### config.mk
export PLATFORM = sky130hd
export DESIGN_NAME = torque_limited_direction_sequencer
export DESIGN_NICKNAME = d
export VERILOG_FILES = /design/src/rtl/tlds_pkg.sv /design/src/rtl/tlds_hold.sv /design/src/rtl/tlds_dir.sv /design/src/rtl/torque_limited_direction_sequencer.sv
export SDC_FILE = /design/constraint.sdc
export NUM_CORES = 1
export LEC_CHECK = 0
export BUFFER_PORTS_ARGS = -buffer_cell sky130_fd_sc_hd__buf_2
export CELL_PAD_IN_SITES_DETAIL_PLACEMENT = 1
export CELL_PAD_IN_SITES_GLOBAL_PLACEMENT = 1
export CORE_ASPECT_RATIO = 1.4
export CORE_MARGIN = 3
export CORE_UTILIZATION = 43
export DETAILED_ROUTE_END_ITERATION = 8
export PLACE_DENSITY = 0.8
export SYNTH_ARGS = -nofsm -noshare
export SYNTH_HDL_FRONTEND = slang
export SYNTH_SLANG_ARGS = --single-unit
### constraint.sdc
create_clock -name clock -period 9.25 [get_ports clock]
set_input_delay 0.925 -clock clock [delete_from_list [all_inputs] [get_ports clock]]
set_output_delay 0.925 -clock clock [all_outputs]
set_load 0.05 [all_outputs]
### src/rtl/tlds_pkg.sv
// shared constants, codes and types of the torque limited direction sequencer
package tlds_pkg;

   // hold counter width and hold lengths in ticks
   localparam int unsigned CNT_W = 12;
   localparam logic [CNT_W-1:0] HOLD_TICKS_SPEED  = 12'd3000;
   localparam logic [CNT_W-1:0] HOLD_TICKS_TOGGLE = 12'd350;

   // negative side scale, 1066/1024 (about 1.041)
   localparam logic [10:0] NEG_SCALE = 11'd1066;
   localparam int unsigned NEG_SHIFT = 10;

   // lower threshold floor
   localparam logic [15:0] LOW_LIMIT_MIN = 16'd36;

   // item op codes
   localparam logic [1:0] OP_TICK  = 2'd0;
   localparam logic [1:0] OP_START = 2'd1;
   localparam logic [1:0] OP_STOP  = 2'd2;

   // run status codes
   localparam logic [1:0] ST_STOP  = 2'd0;
   localparam logic [1:0] ST_START = 2'd1;
   localparam logic [1:0] ST_FWD   = 2'd2;
   localparam logic [1:0] ST_REV   = 2'd3;

   // command kinds
   localparam logic [1:0] CMD_NONE = 2'd0;
   localparam logic [1:0] CMD_RUN  = 2'd1;
   localparam logic [1:0] CMD_STOP = 2'd2;

   // drive modes of a run command
   localparam logic [1:0] DRV_SPEED  = 2'd0;
   localparam logic [1:0] DRV_TOGGLE = 2'd2;

   // sustained current flags
   localparam logic [1:0] FLAG_NONE = 2'd0;
   localparam logic [1:0] FLAG_HIGH = 2'd1;
   localparam logic [1:0] FLAG_LOW  = 2'd2;

   // run modes
   localparam logic [2:0] MODE_TOGGLE   = 3'd0;
   localparam logic [2:0] MODE_SPD_REV  = 3'd1;
   localparam logic [2:0] MODE_SPD_FWD  = 3'd2;
   localparam logic [2:0] MODE_KEEP_FWD = 3'd3;
   localparam logic [2:0] MODE_KEEP_REV = 3'd4;

   // register indexes
   localparam logic [2:0] REG_RUN_MODE   = 3'd0;
   localparam logic [2:0] REG_FWD_SPEED  = 3'd1;
   localparam logic [2:0] REG_REV_SPEED  = 3'd2;
   localparam logic [2:0] REG_OSC_SPEED  = 3'd3;
   localparam logic [2:0] REG_FWD_TARGET = 3'd4;
   localparam logic [2:0] REG_REV_TARGET = 3'd5;
   localparam logic [2:0] REG_HIGH_LIMIT = 3'd6;
   localparam logic [2:0] REG_LOW_LIMIT  = 3'd7;

   // control from the top level to the hold counters
   typedef struct packed {
      logic toggle_mode;   // selects the short hold length
      logic check;         // this item is a tick that counts
      logic update;        // the item moves to the result register now
   } hold_ctrl_type;

   // one result beat
   typedef struct packed {
      logic [1:0]        kind;
      logic [1:0]        mode;
      logic signed [15:0] speed;
      logic [15:0]       limit;
      logic [1:0]        flag;
      logic [1:0]        state;
   } result_type;

endpackage

### src/rtl/tlds_hold.sv
// sustained high and low current detection with two saturating hold counters
module tlds_hold (
   input  logic                  clock,
   input  logic                  reset,
   input  tlds_pkg::hold_ctrl_type ctrl,
   input  logic signed [15:0]    current_ma,
   input  logic [15:0]           high_limit,
   input  logic [15:0]           low_limit,
   output logic [1:0]            flag
);
   import tlds_pkg::*;

   logic [CNT_W-1:0] high_count_ff, high_count_in;
   logic [CNT_W-1:0] low_count_ff, low_count_in;
   logic [CNT_W-1:0] hold;
   logic [CNT_W-1:0] high_nx, low_nx;
   logic [1:0]       flag_raw;

   logic signed [16:0] cur_ext, hi_ext, lo_ext;
   logic signed [28:0] cur_scaled, neg_hi, neg_lo;
   logic [26:0]        hi_prod, lo_prod;
   logic               is_high, is_low;

   assign hold = ctrl.toggle_mode ? HOLD_TICKS_TOGGLE : HOLD_TICKS_SPEED;

   // exact compare of c against -(limit * 1066 / 1024) as c * 1024 against -(limit * 1066)
   assign cur_ext    = {current_ma[15], current_ma};
   assign hi_ext     = $signed({1'b0, high_limit});
   assign lo_ext     = $signed({1'b0, low_limit});
   assign cur_scaled = $signed({{3{current_ma[15]}}, current_ma, {NEG_SHIFT{1'b0}}});
   assign hi_prod    = 27'(high_limit) * 27'(NEG_SCALE);
   assign lo_prod    = 27'(low_limit) * 27'(NEG_SCALE);
   assign neg_hi     = -$signed({2'b00, hi_prod});
   assign neg_lo     = -$signed({2'b00, lo_prod});

   assign is_high = (cur_ext > hi_ext) || (cur_scaled < neg_hi);
   assign is_low  = (cur_ext < lo_ext) && (cur_scaled > neg_lo);

   // high side first; the low side counts on from the low count as the high side left it, and wins a tie
   always_comb begin
      high_nx  = high_count_ff;
      low_nx   = low_count_ff;
      flag_raw = FLAG_NONE;
      if (is_high) begin
         high_nx = high_count_ff + 12'd1;
         if (high_nx >= hold) begin
            high_nx  = hold;
            low_nx   = '0;
            flag_raw = FLAG_HIGH;
         end
      end
      if (is_low) begin
         low_nx = low_nx + 12'd1;
         if (low_nx >= hold) begin
            low_nx   = hold;
            high_nx  = '0;
            flag_raw = FLAG_LOW;
         end
      end
   end

   assign flag = ctrl.check ? flag_raw : FLAG_NONE;

   always_comb begin
      high_count_in = high_count_ff;
      low_count_in  = low_count_ff;
      if (ctrl.check && ctrl.update) begin
         high_count_in = high_nx;
         low_count_in  = low_nx;
      end
   end

   always_ff @(posedge clock) begin
      if (reset) begin
         high_count_ff <= '0;
         low_count_ff  <= '0;
      end else begin
         high_count_ff <= high_count_in;
         low_count_ff  <= low_count_in;
      end
   end

   // a sustained low clears the high count
   a_low_clears_high: assert property (@(posedge clock) disable iff (reset)
      ctrl.update && flag == FLAG_LOW |=> high_count_ff == '0)
      else $error("high count not cleared after sustained low");

   // a sustained high leaves the high count at the hold length
   a_high_saturates: assert property (@(posedge clock) disable iff (reset)
      ctrl.update && flag == FLAG_HIGH |=> high_count_ff == $past(hold))
      else $error("high count not at hold length after sustained high");

   // counters move only on counting ticks
   a_counts_idle: assert property (@(posedge clock) disable iff (reset)
      !(ctrl.check && ctrl.update) |=> $stable(high_count_ff) && $stable(low_count_ff))
      else $error("hold counters changed without a counting tick");

endmodule

### src/rtl/tlds_dir.sv
// direction decision: next run status and the command for one item
module tlds_dir (
   input  logic [1:0]          op,
   input  logic [2:0]          run_mode,
   input  logic [1:0]          status,
   input  logic [1:0]          flag,
   input  logic                sum_pos,
   input  logic                sum_neg,
   input  logic signed [15:0]  fwd_speed,
   input  logic signed [15:0]  rev_speed,
   input  logic signed [15:0]  osc_speed,
   input  logic [15:0]         high_limit,
   output tlds_pkg::result_type result
);
   import tlds_pkg::*;

   logic              go;
   logic [1:0]        go_state;
   logic              negate;
   logic signed [15:0] sp;
   logic [1:0]        drv;
   logic [1:0]        kind;
   logic [1:0]        state_nx;

   always_comb begin
      go       = 1'b0;
      go_state = ST_STOP;
      negate   = 1'b0;
      sp       = '0;
      drv      = DRV_SPEED;
      kind     = CMD_NONE;
      state_nx = status;
      unique case (op)
         OP_START: begin
            state_nx = ST_START;
         end
         OP_STOP: begin
            state_nx = ST_STOP;
            kind     = CMD_STOP;
         end
         OP_TICK: begin
            unique case (run_mode)
               MODE_TOGGLE: begin
                  sp = osc_speed;
                  if (status == ST_START) begin
                     go       = 1'b1;
                     go_state = sum_neg ? ST_REV : ST_FWD;
                     negate   = sum_neg;
                     drv      = DRV_TOGGLE;
                  end else if (status == ST_FWD) begin
                     if ((flag == FLAG_LOW && sum_neg) || (flag == FLAG_HIGH && sum_pos)) begin
                        go       = 1'b1;
                        go_state = ST_REV;
                        negate   = 1'b1;
                     end
                  end else if (status == ST_REV) begin
                     if ((flag == FLAG_LOW && sum_pos) || (flag == FLAG_HIGH && sum_neg)) begin
                        go       = 1'b1;
                        go_state = ST_FWD;
                     end
                  end
               end
               MODE_SPD_REV: begin
                  sp = rev_speed;
                  if (status == ST_START) begin
                     go       = 1'b1;
                     go_state = ST_REV;
                  end else if (status == ST_REV && flag == FLAG_HIGH) begin
                     go       = 1'b1;
                     go_state = ST_FWD;
                     negate   = 1'b1;
                  end else if (status == ST_FWD && flag == FLAG_LOW) begin
                     go       = 1'b1;
                     go_state = ST_REV;
                  end
               end
               MODE_SPD_FWD: begin
                  sp = fwd_speed;
                  if (status == ST_START) begin
                     go       = 1'b1;
                     go_state = ST_FWD;
                  end else if (status == ST_FWD && flag == FLAG_HIGH) begin
                     go       = 1'b1;
                     go_state = ST_REV;
                     negate   = 1'b1;
                  end else if (status == ST_REV && flag == FLAG_LOW) begin
                     go       = 1'b1;
                     go_state = ST_FWD;
                  end
               end
               MODE_KEEP_FWD: begin
                  sp = fwd_speed;
                  if (status == ST_START) begin
                     go       = 1'b1;
                     go_state = ST_FWD;
                  end else if (status == ST_FWD && flag == FLAG_HIGH) begin
                     state_nx = ST_STOP;
                     kind     = CMD_STOP;
                  end
               end
               MODE_KEEP_REV: begin
                  sp = rev_speed;
                  if (status == ST_START) begin
                     go       = 1'b1;
                     go_state = ST_REV;
                  end else if (status == ST_REV && flag == FLAG_HIGH) begin
                     state_nx = ST_STOP;
                     kind     = CMD_STOP;
                  end
               end
               default: begin
               end
            endcase
            if (go) begin
               state_nx = go_state;
               kind     = CMD_RUN;
            end
         end
         default: begin
         end
      endcase
   end

   // run fields stay zero unless a run command goes out
   always_comb begin
      result.kind  = kind;
      result.mode  = go ? drv : DRV_SPEED;
      result.speed = go ? (negate ? -sp : sp) : '0;
      result.limit = go ? high_limit : '0;
      result.flag  = flag;
      result.state = state_nx;
   end

endmodule

### src/rtl/torque_limited_direction_sequencer.sv
// top level of the torque limited direction sequencer
// an item goes through the input register and the result register, with compare, count
//    and direction logic between them; one beat per cycle while the response is not stalled
// the request side is stalled only while the input register is full and the result register is full and stalled
// reset (synchronous, active high) empties both registers, stops the motor state,
//    clears the hold counters and loads the register reset values
module torque_limited_direction_sequencer (
   input  logic               clock,
   input  logic               reset,
   // request channel
   input  logic               req_valid,
   output logic               req_stall,
   input  logic [1:0]         req_op,
   input  logic signed [15:0] req_current_ma,
   // response channel
   output logic               rsp_valid,
   input  logic               rsp_stall,
   output logic [1:0]         rsp_cmd_kind,
   output logic [1:0]         rsp_cmd_mode,
   output logic signed [15:0] rsp_cmd_speed,
   output logic [15:0]        rsp_cmd_limit,
   output logic [1:0]         rsp_reach_flag,
   output logic [1:0]         rsp_run_state,
   // register write port
   input  logic               csr_we,
   input  logic [2:0]         csr_index,
   input  logic [15:0]        csr_wdata
);
   import tlds_pkg::*;

   // configuration registers
   logic [2:0]         run_mode_ff;
   logic signed [15:0] fwd_speed_ff, rev_speed_ff, osc_speed_ff;
   logic signed [15:0] fwd_target_ff, rev_target_ff;
   logic [15:0]        high_limit_ff, low_limit_ff;

   // input register
   logic               in_valid_ff, in_valid_in;
   logic [1:0]         in_op_ff;
   logic signed [15:0] in_cur_ff;

   // motor state
   logic [1:0]         status_ff, status_in;

   // result register
   logic               out_valid_ff, out_valid_in;
   result_type         out_ff;

   logic               out_free;
   logic               advance;
   logic               req_take;
   logic signed [16:0] target_sum;
   logic               sum_pos, sum_neg;
   logic               toward_larger;
   hold_ctrl_type      hold_ctrl;
   logic [1:0]         flag;
   result_type         result;

   // handshake: result register frees when empty or taken this cycle
   assign out_free  = !out_valid_ff || !rsp_stall;
   assign advance   = in_valid_ff && out_free;
   assign req_stall = in_valid_ff && !out_free;
   assign req_take  = req_valid && !req_stall;

   // config beats, to be sent only while idle; the block itself does not enforce it
   always_ff @(posedge clock) begin
      if (reset) begin
         run_mode_ff   <= MODE_SPD_FWD;
         fwd_speed_ff  <= '0;
         rev_speed_ff  <= '0;
         osc_speed_ff  <= '0;
         fwd_target_ff <= '0;
         rev_target_ff <= '0;
         high_limit_ff <= '0;
         low_limit_ff  <= LOW_LIMIT_MIN;
      end else if (csr_we) begin
         unique case (csr_index)
            REG_RUN_MODE:   run_mode_ff   <= csr_wdata[2:0];
            REG_FWD_SPEED:  fwd_speed_ff  <= csr_wdata;
            REG_REV_SPEED:  rev_speed_ff  <= csr_wdata;
            REG_OSC_SPEED:  osc_speed_ff  <= csr_wdata;
            REG_FWD_TARGET: fwd_target_ff <= csr_wdata;
            REG_REV_TARGET: rev_target_ff <= csr_wdata;
            REG_HIGH_LIMIT: high_limit_ff <= csr_wdata;
            // lower threshold never goes below its floor
            REG_LOW_LIMIT:  low_limit_ff  <= (csr_wdata < LOW_LIMIT_MIN) ? LOW_LIMIT_MIN
                                                                         : csr_wdata;
            default: begin
            end
         endcase
      end
   end

   // input register
   assign in_valid_in = req_stall ? in_valid_ff : req_valid;

   always_ff @(posedge clock) begin
      if (reset) begin
         in_valid_ff <= 1'b0;
      end else begin
         in_valid_ff <= in_valid_in;
      end
   end

   always_ff @(posedge clock) begin
      if (req_take) begin
         in_op_ff  <= req_op;
         in_cur_ff <= req_current_ma;
      end
   end

   // the sign of the 17 bit target sum, and whether it is zero, steers direction
   assign target_sum = 17'(fwd_target_ff) + 17'(rev_target_ff);
   assign sum_neg    = target_sum[16];
   assign sum_pos    = !target_sum[16] && (target_sum != '0);

   // toggle mode counts only while heading for the larger target
   assign toward_larger = (sum_pos && status_ff == ST_FWD) || (sum_neg && status_ff == ST_REV);

   assign hold_ctrl.toggle_mode = (run_mode_ff == MODE_TOGGLE);
   assign hold_ctrl.check       = (in_op_ff == OP_TICK) &&
                                  ((run_mode_ff != MODE_TOGGLE) || toward_larger);
   assign hold_ctrl.update      = advance;

   tlds_hold u_hold (
      .clock      (clock),
      .reset      (reset),
      .ctrl       (hold_ctrl),
      .current_ma (in_cur_ff),
      .high_limit (high_limit_ff),
      .low_limit  (low_limit_ff),
      .flag       (flag)
   );

   tlds_dir u_dir (
      .op         (in_op_ff),
      .run_mode   (run_mode_ff),
      .status     (status_ff),
      .flag       (flag),
      .sum_pos    (sum_pos),
      .sum_neg    (sum_neg),
      .fwd_speed  (fwd_speed_ff),
      .rev_speed  (rev_speed_ff),
      .osc_speed  (osc_speed_ff),
      .high_limit (high_limit_ff),
      .result     (result)
   );

   // motor state moves with each item that reaches the result register
   assign status_in = advance ? result.state : status_ff;

   always_ff @(posedge clock) begin
      if (reset) begin
         status_ff <= ST_STOP;
      end else begin
         status_ff <= status_in;
      end
   end

   // result register
   assign out_valid_in = out_free ? in_valid_ff : out_valid_ff;

   always_ff @(posedge clock) begin
      if (reset) begin
         out_valid_ff <= 1'b0;
      end else begin
         out_valid_ff <= out_valid_in;
      end
   end

   always_ff @(posedge clock) begin
      if (advance) begin
         out_ff <= result;
      end
   end

   assign rsp_valid      = out_valid_ff;
   assign rsp_cmd_kind   = out_ff.kind;
   assign rsp_cmd_mode   = out_ff.mode;
   assign rsp_cmd_speed  = out_ff.speed;
   assign rsp_cmd_limit  = out_ff.limit;
   assign rsp_reach_flag = out_ff.flag;
   assign rsp_run_state  = out_ff.state;

   // an item leaving the input register always lands in the result register
   a_advance_fills: assert property (@(posedge clock) disable iff (reset)
      advance |=> out_valid_ff)
      else $error("item lost between input and result register");

   // run fields are zero on beats without a run command
   a_quiet_fields: assert property (@(posedge clock) disable iff (reset)
      out_valid_ff && out_ff.kind != CMD_RUN |->
         out_ff.mode == DRV_SPEED && out_ff.speed == '0 && out_ff.limit == '0)
      else $error("run fields set without a run command");

   // a stop command always leaves the motor stopped
   a_stop_state: assert property (@(posedge clock) disable iff (reset)
      out_valid_ff && out_ff.kind == CMD_STOP |-> out_ff.state == ST_STOP)
      else $error("stop command with motor not stopped");

   // the reported state is the state the next item starts from
   a_state_tracks: assert property (@(posedge clock) disable iff (reset)
      advance |=> status_ff == out_ff.state)
      else $error("motor state and reported state disagree");

endmodule

# Word level (Yosys, flattened, before mapping)
# Cells that the tools add are included.
op_classes:
  n_addsub: 6
  mul: 2
  div: 0
  magnitude_cmp: 7
  eq_ne: 18
  shift: 0
  mux: 70
  bitwise: 0
  reduce_logical: 45
ops:
  columns: ["operator", "count"]
  rows:
  - ["$mux 12", 9]
  - ["$neg 27->29", 2]
  - ["$mux 2", 27]
  - ["$mul 16x10->26 const B", 2]
  - ["$mux 16", 3]
  - ["$pmux 16 s3", 1]
  - ["$gt 26x29->1", 1]
  - ["$lt 26x29->1", 1]
  - ["$add 12x1->12 const B", 2]
  - ["$ge 12x12->1", 2]
  - ["$mux 1", 23]
  - ["$add 16x16->17", 1]
  - ["$gt 16x17->1", 1]
  - ["$logic_and 1x1->1", 17]
  - ["$lt 16x17->1", 1]
  - ["$reduce_bool 17->1", 1]
  - ["$lt 16x6->1 const B", 1]
  - ["$neg 16->16", 1]
  - ["$reduce_and 2->1", 8]
  - ["$eq 3x3->1 const B", 5]
  - ["$eq 3x2->1 const B", 4]
  - ["$pmux 2 s2", 3]
  - ["$pmux 2 s5", 1]
  - ["$eq 2x2->1 const B", 4]
  - ["12 further kinds", 27]
word_totals:
  register_bits: 201
  latchBits: 0
  ram_bits: 0
  mem_bits_ro: 0
  input_bits: 42
  output_inout_bits: 42
  word_cells: 169
  mem_count: 0

# Depth between registers and ports, before layout
logic_depth:
  ltp_word: 21
  mapped_depth: 44
  depth_no_buf: 42

# Modules after synthesis
# From an unflattened synthesis, not the netlist that was laid out.
unflattened:
  hier_cells: 2144
  hier_area_um2: 17923.4
by_module_without_submodules:
  columns: ["module", "n_inst", "cells_per_inst", "area_each_um2", "seq_area_each_um2"]
  rows:
  - ["tlds_hold", 1, 1155, 9115.0, 480.5]
  - ["torque_limited_direction_sequencer", 1, 722, 6909.1, 4124.0]
  - ["tlds_dir", 1, 267, 1899.3, 0.0]

# Least setup slack after synthesis
# Ideal clock, no wire load.
synth_path:
  path_kind: "register to register"
  from: "reg high_limit_ff[5]"
  to: "reg out_ff, in the netlist rsp_cmd_speed[0], data pin"
  setup_ps: 258
  t_arrival_ps: 9714
  required_ps: 8992
  path_slack_ps: -722
  path_stages_with_launch: 41
  path_buffers: 2
  period_less_slack_ps: 9972
  cell_sequence: "dfxtp_1 ha_1 ha_1 ha_1 inv_1 fa_1 inv_1 ha_1 nor3_1 o211ai_1 a31o_2 a2111oi_0 o21ai_0 xor2_1 nor4b_1 nand4_1 nor4_1 nand2_1 [5 not listed] o2111ai_1 a211o_1 nand3_2 clkbuf_1 and2_1 ha_1 nand3_1 or3_1 xor2_1 nor2_1 a41oi_1 o211ai_1 a221o_2 o2111ai_1 or4b_4 o31ai_4 buf_6 nor2_2"
synth_between:
  elab_chain_cells: 20
  elab_cells_between_ends: 47
  cone_classes: "add/sub (2); mul (1); order compare (3); eq/ne (2); mux (28); reduce/logical (11)"
synth_lines:
  columns: ["element", "line", "source"]
  rows:
  - ["start, declared", "torque_limited_direction_sequencer.sv:35", "logic [15:0] high_limit_ff, low_limit_ff;"]
  - ["start signal, assigned", "torque_limited_direction_sequencer.sv:84", "REG_HIGH_LIMIT: high_limit_ff <= csr_wdata;"]
  - ["$mul 16x10->26", "tlds_hold.sv:31", "assign hi_prod = 27'(high_limit) * 27'(NEG_SCALE);"]
  - ["$neg 27->29", "tlds_hold.sv:33", "assign neg_hi = -$signed({2'b00, hi_prod});"]
  - ["$lt 26x29->1", "tlds_hold.sv:36", "assign is_high = (cur_ext > hi_ext) || (cur_scaled < neg_hi);"]
  - ["$logic_or 1x1->1 *", "tlds_hold.sv:36", null]
  - ["$mux 12", "tlds_hold.sv:44", "if (is_high) begin"]
  - ["$add 12x1->12", "tlds_hold.sv:53", "low_nx = low_nx + 12'd1;"]
  - ["$ge 12x12->1", "tlds_hold.sv:54", "if (low_nx >= hold) begin"]
  - ["$mux 2", "tlds_hold.sv:54", null]
  - ["[3 not listed]", null, null]
  - ["$logic_and 1x1->1", "tlds_dir.sv:57", "if ((flag == FLAG_LOW && sum_pos) || (flag == FLAG_HIGH && sum_neg)) begin"]
  - ["$logic_or 1x1->1", "tlds_dir.sv:57", null]
  - ["$mux 1", "tlds_dir.sv:57", null]
  - ["$mux 1", "tlds_dir.sv:56", "end else if (status == ST_REV) begin"]
  - ["$mux 1", "tlds_dir.sv:50", "end else if (status == ST_FWD) begin"]
  - ["$mux 1", "tlds_dir.sv:45", "if (status == ST_START) begin"]
  - ["$pmux 1 s4", "tlds_dir.sv:42", "unique case (run_mode)"]
  - ["$mux 1 (2 in a row)", "tlds_dir.sv:33", "unique case (op)"]
  - ["end signal, assigned", "torque_limited_direction_sequencer.sv:173", "out_ff <= result;"]
  - ["end, declared", "torque_limited_direction_sequencer.sv:47", "result_type out_ff;"]
# Every way passes the cells marked *; elsewhere a longest branch is shown, timed or not. The select of a mux whose other input is x is not followed.
# A chain may end at the register's enable or synchronous reset.

==> flow_summary.rst <==
.. list-table::
   :header-rows: 1

   * - Metric
     - Value
   * - Total power divided by cell area
     - 113.9 mW/mm^2
   * - Critical path fanouts, max
     - 4
   * - Area overhead of the layout relative to synthesis
     - 16.85%
   * - Largest net degree at the start of global routing
     - 80
   * - Total number of vias
     - 16,980
   * - Top FF cell, synth
     - dfxtp_1
   * - Final Skew
     - 19.32 ps
   * - Die span in x
     - 176.4 um
   * - Hold buffer count at cts
     - 0
   * - Failing checks
     - negative setup slack
   * - Total power draw
     - 2.327 mW
   * - Via count of the first global-routing pass
     - 17,920
   * - Clock sinks
     - 200
   * - Number of pins with negative max-slew slack in the final report
     - 0
   * - Total nets after synthesis
     - 2,468
   * - Number of hold violations in the final report
     - 0
   * - Clock latency reported for the late side of the worst-skew pair
     - 480 ps
   * - Total DRC errors in the routed layout
     - 0
   * - Setup repair after global routing missed its margin
     - yes
   * - All-Layer GR Usage
     - 28.51%
   * - Maximum Capacitance Violations
     - 0
   * - Required time at the worst-slack endpoint
     - 9480 ps
   * - Post-synth EDFFs
     - 57
   * - Drt total wl
     - 64.75 mm
   * - Root Driver
     - clkbuf_16
   * - Result of the run
     - finished, violations left
   * - Starting Density
     - 44.03%
   * - Commonest non-fill, non-tap cells in the layout
     - 323 x nand2_1, 215 x ha_1, 188 x inv_1
   * - Post-layout net count
     - 2,597
   * - Area of the placeable core
     - 0.03971 mm^2
   * - Final Setup Violations
     - 55
   * - Pre-CTS worst setup slack
     - -424.4 ps
   * - Wire length of the first global-routing pass
     - 97.57 mm
   * - Async S/R FF share, synth
     - 0%
   * - Number of ports placed on the die boundary
     - 84
   * - Number of distinct standard cells referenced by the synthesized netlist
     - 100
   * - Post-DR vias/cell
     - 6.018
   * - Most Frequent Cell on Critical Path
     - ha_1
   * - Deepest clock path buffer count
     - 2
   * - Leakage component of the power
     - 8.723 nW
   * - Drt wl/cell
     - 22.95 um
   * - Launching element type of the critical path
     - register
   * - Clock-pin slew on the worst setup and hold paths
     - 80 ps
   * - Initial antenna violation count
     - 0
   * - Gr ovfl total
     - 0
   * - GPL Wtd Cong
     - 0.9164
   * - Relative slew slack
     - 14.77%
   * - Total negative slack for setup checks
     - -28,740 ps
   * - Inserted Clock Buffers
     - 17
   * - Post-synthesis sequential area ratio
     - 26.17%
   * - Post-route clock period utilization
     - 107.6%
   * - Startpoint-to-endpoint class of the critical path
     - register to register
   * - Yosys synthesis warning count
     - 0
   * - Fraction of final layout cells sized beyond drive strength 1
     - 17.58%
   * - Number of antenna-violating nets in the routed design
     - 0
   * - Slowest stage cell on the critical path
     - fa_1
   * - Cell area after technology mapping
     - 0.01748 mm^2
   * - Iteration count of the initial detailed-routing pass
     - 5
   * - Initial drt markers
     - 949
   * - Reg-to-reg slack, setup
     - -700 ps
   * - Dpl hpwl
     - 45.04 mm
   * - TritonCTS clock tree
     - done
   * - Critical path endpoint category
     - register
   * - DIE HEIGHT
     - 244.6 um
   * - Most frequent standard cell in the layout excluding fill and tap cells
     - nand2_1
   * - Minimum clock period
     - 9950 ps
   * - Number of standard-cell rows in the floorplan
     - 86
   * - Worst EP arrival
     - 10,180 ps
   * - VDD IR-drop max
     - 0.1331 mV
   * - Flops & latches, synth
     - 200
   * - Delay of the slowest cell on the worst path
     - 510 ps
   * - Post-Synthesis Cells
     - 2,151
   * - HP Class
     - register to register
   * - Post-Synthesis Mean Instance Area
     - 8.127 um^2
   * - Count of input and output buffers
     - 82
   * - Transition time of the tightest slew-check pin
     - 1274 ps
   * - Achievable clock frequency
     - 100.5 MHz
   * - Min setup slack post-route
     - -699.6 ps
   * - Max H-tree Level
     - 4
   * - Die area
     - 0.04315 mm^2
-- what timing repair did --
action / 4_1_cts / 5_1_grt
gates cloned: 1 / 0
buffers inserted: 18 / 10
gates resized for setup: 80 / 37
pin swaps: 19 / 13
setup endpoints to repair: 47 / 64
-- layer usage --
metal / part of all wire, % / wire (um) / track usage, %
met1: 38 / 24590 / 31.44
met4: 5.9 / 3825 / 14.77
met2: 51 / 33060 / 52.03
met3: 5.1 / 3271 / 4.722
met5: 0 / 0 / 0
-- cell usage after synthesis (24+ instances only) --
cell	instances	area [um^2]
nor2_1	128	480.5
xor2_1	39	341.6
nand4_1	27	168.9
fa_1	39	780.8
clkbuf_1	67	251.5
nor2b_1	24	150.1
dfxtp_1	143	2863
nand2_1	325	1220
a21o_1	25	187.7
inv_1	197	739.5
edfxtp_1	57	1712
nand3_1	43	215.2
nor3_1	44	220.2
o21ai_0	80	400.4
xnor2_1	46	402.9
ha_1	236	2953
a21oi_1	191	955.9
-- logic make-up after synthesis --
family	Yosys count	share of synthesized area (%)
and+or+nand+nor	748	20.12
AOI/OAI and AO/OA	532	19.99
buffers and inverters	285	6.642
adders and majority gates	275	21.36
DFF	200	26.17
xor gates and xnor gates	85	4.259
muxes	25	1.446
other	1	0.02145
-- state kept, by name, summed over array words and instances, names as in the netlist, 16 cells and up --
signal,flops
fwd_speed_ff,16
fwd_target_ff,16
high_limit_ff,16
in_cur_ff,16
low_limit_ff,16
osc_speed_ff,16
rev_speed_ff,16
rev_target_ff,16
rsp_cmd_limit,16
rsp_cmd_speed,16
-- worst paths after layout --
path,startpoint,endpoint,cells past startpoint
worst min-delay path,osc_speed_ff[9],osc_speed_ff[9],2
worst max-delay path,high_limit_ff[0],rsp_run_state[1],44
worst max register to register,high_limit_ff[0],rsp_run_state[1],44
worst min register to register,osc_speed_ff[9],osc_speed_ff[9],2
-- final cells by class --
class	count	area, um^2
Fill cell	4775	19280
Multi-Input combinational cell	1666	12500
Sequential cell	200	4583
Timing Repair Buffer	196	1350
Inverter	199	749.5
Tap cell	528	660.6
Clock buffer	18	429.2
Clock inverter	14	155.1
Antenna cell	1	2.502
-- power by group --
group          switching, mW  internal [mW]  total (mW)
registers             0.0255          0.921       0.947
clock network          0.389          0.384       0.774
logic                  0.375          0.232       0.607
total                  0.790           1.54        2.33
-- metrics by stage --
stage	instances	util [%]	hold slack (ps)	area (um^2)
global placement	2760	47.68	441.7	18930
finish	2822	51.45	456.4	20430
floorplan	2151	-	431.8	17610
detailed placement	2760	47.68	447.1	18930
CTS	2811	50.69	458.8	20130
global route	2821	51.44	474.0	20430
-- worst max-delay path, delay by kind of cell (launching register included) --
family	cells	cell delay [ps]
XOR/XNOR	2	310
AO/OA/AOI/OAI	13	2750
flip-flops	1	340
AND/OR/NAND/NOR	14	3090
adder cells (fa/ha/maj)	8	2240
buffers and inverters	7	950
(Power assumes the default switching activity.)
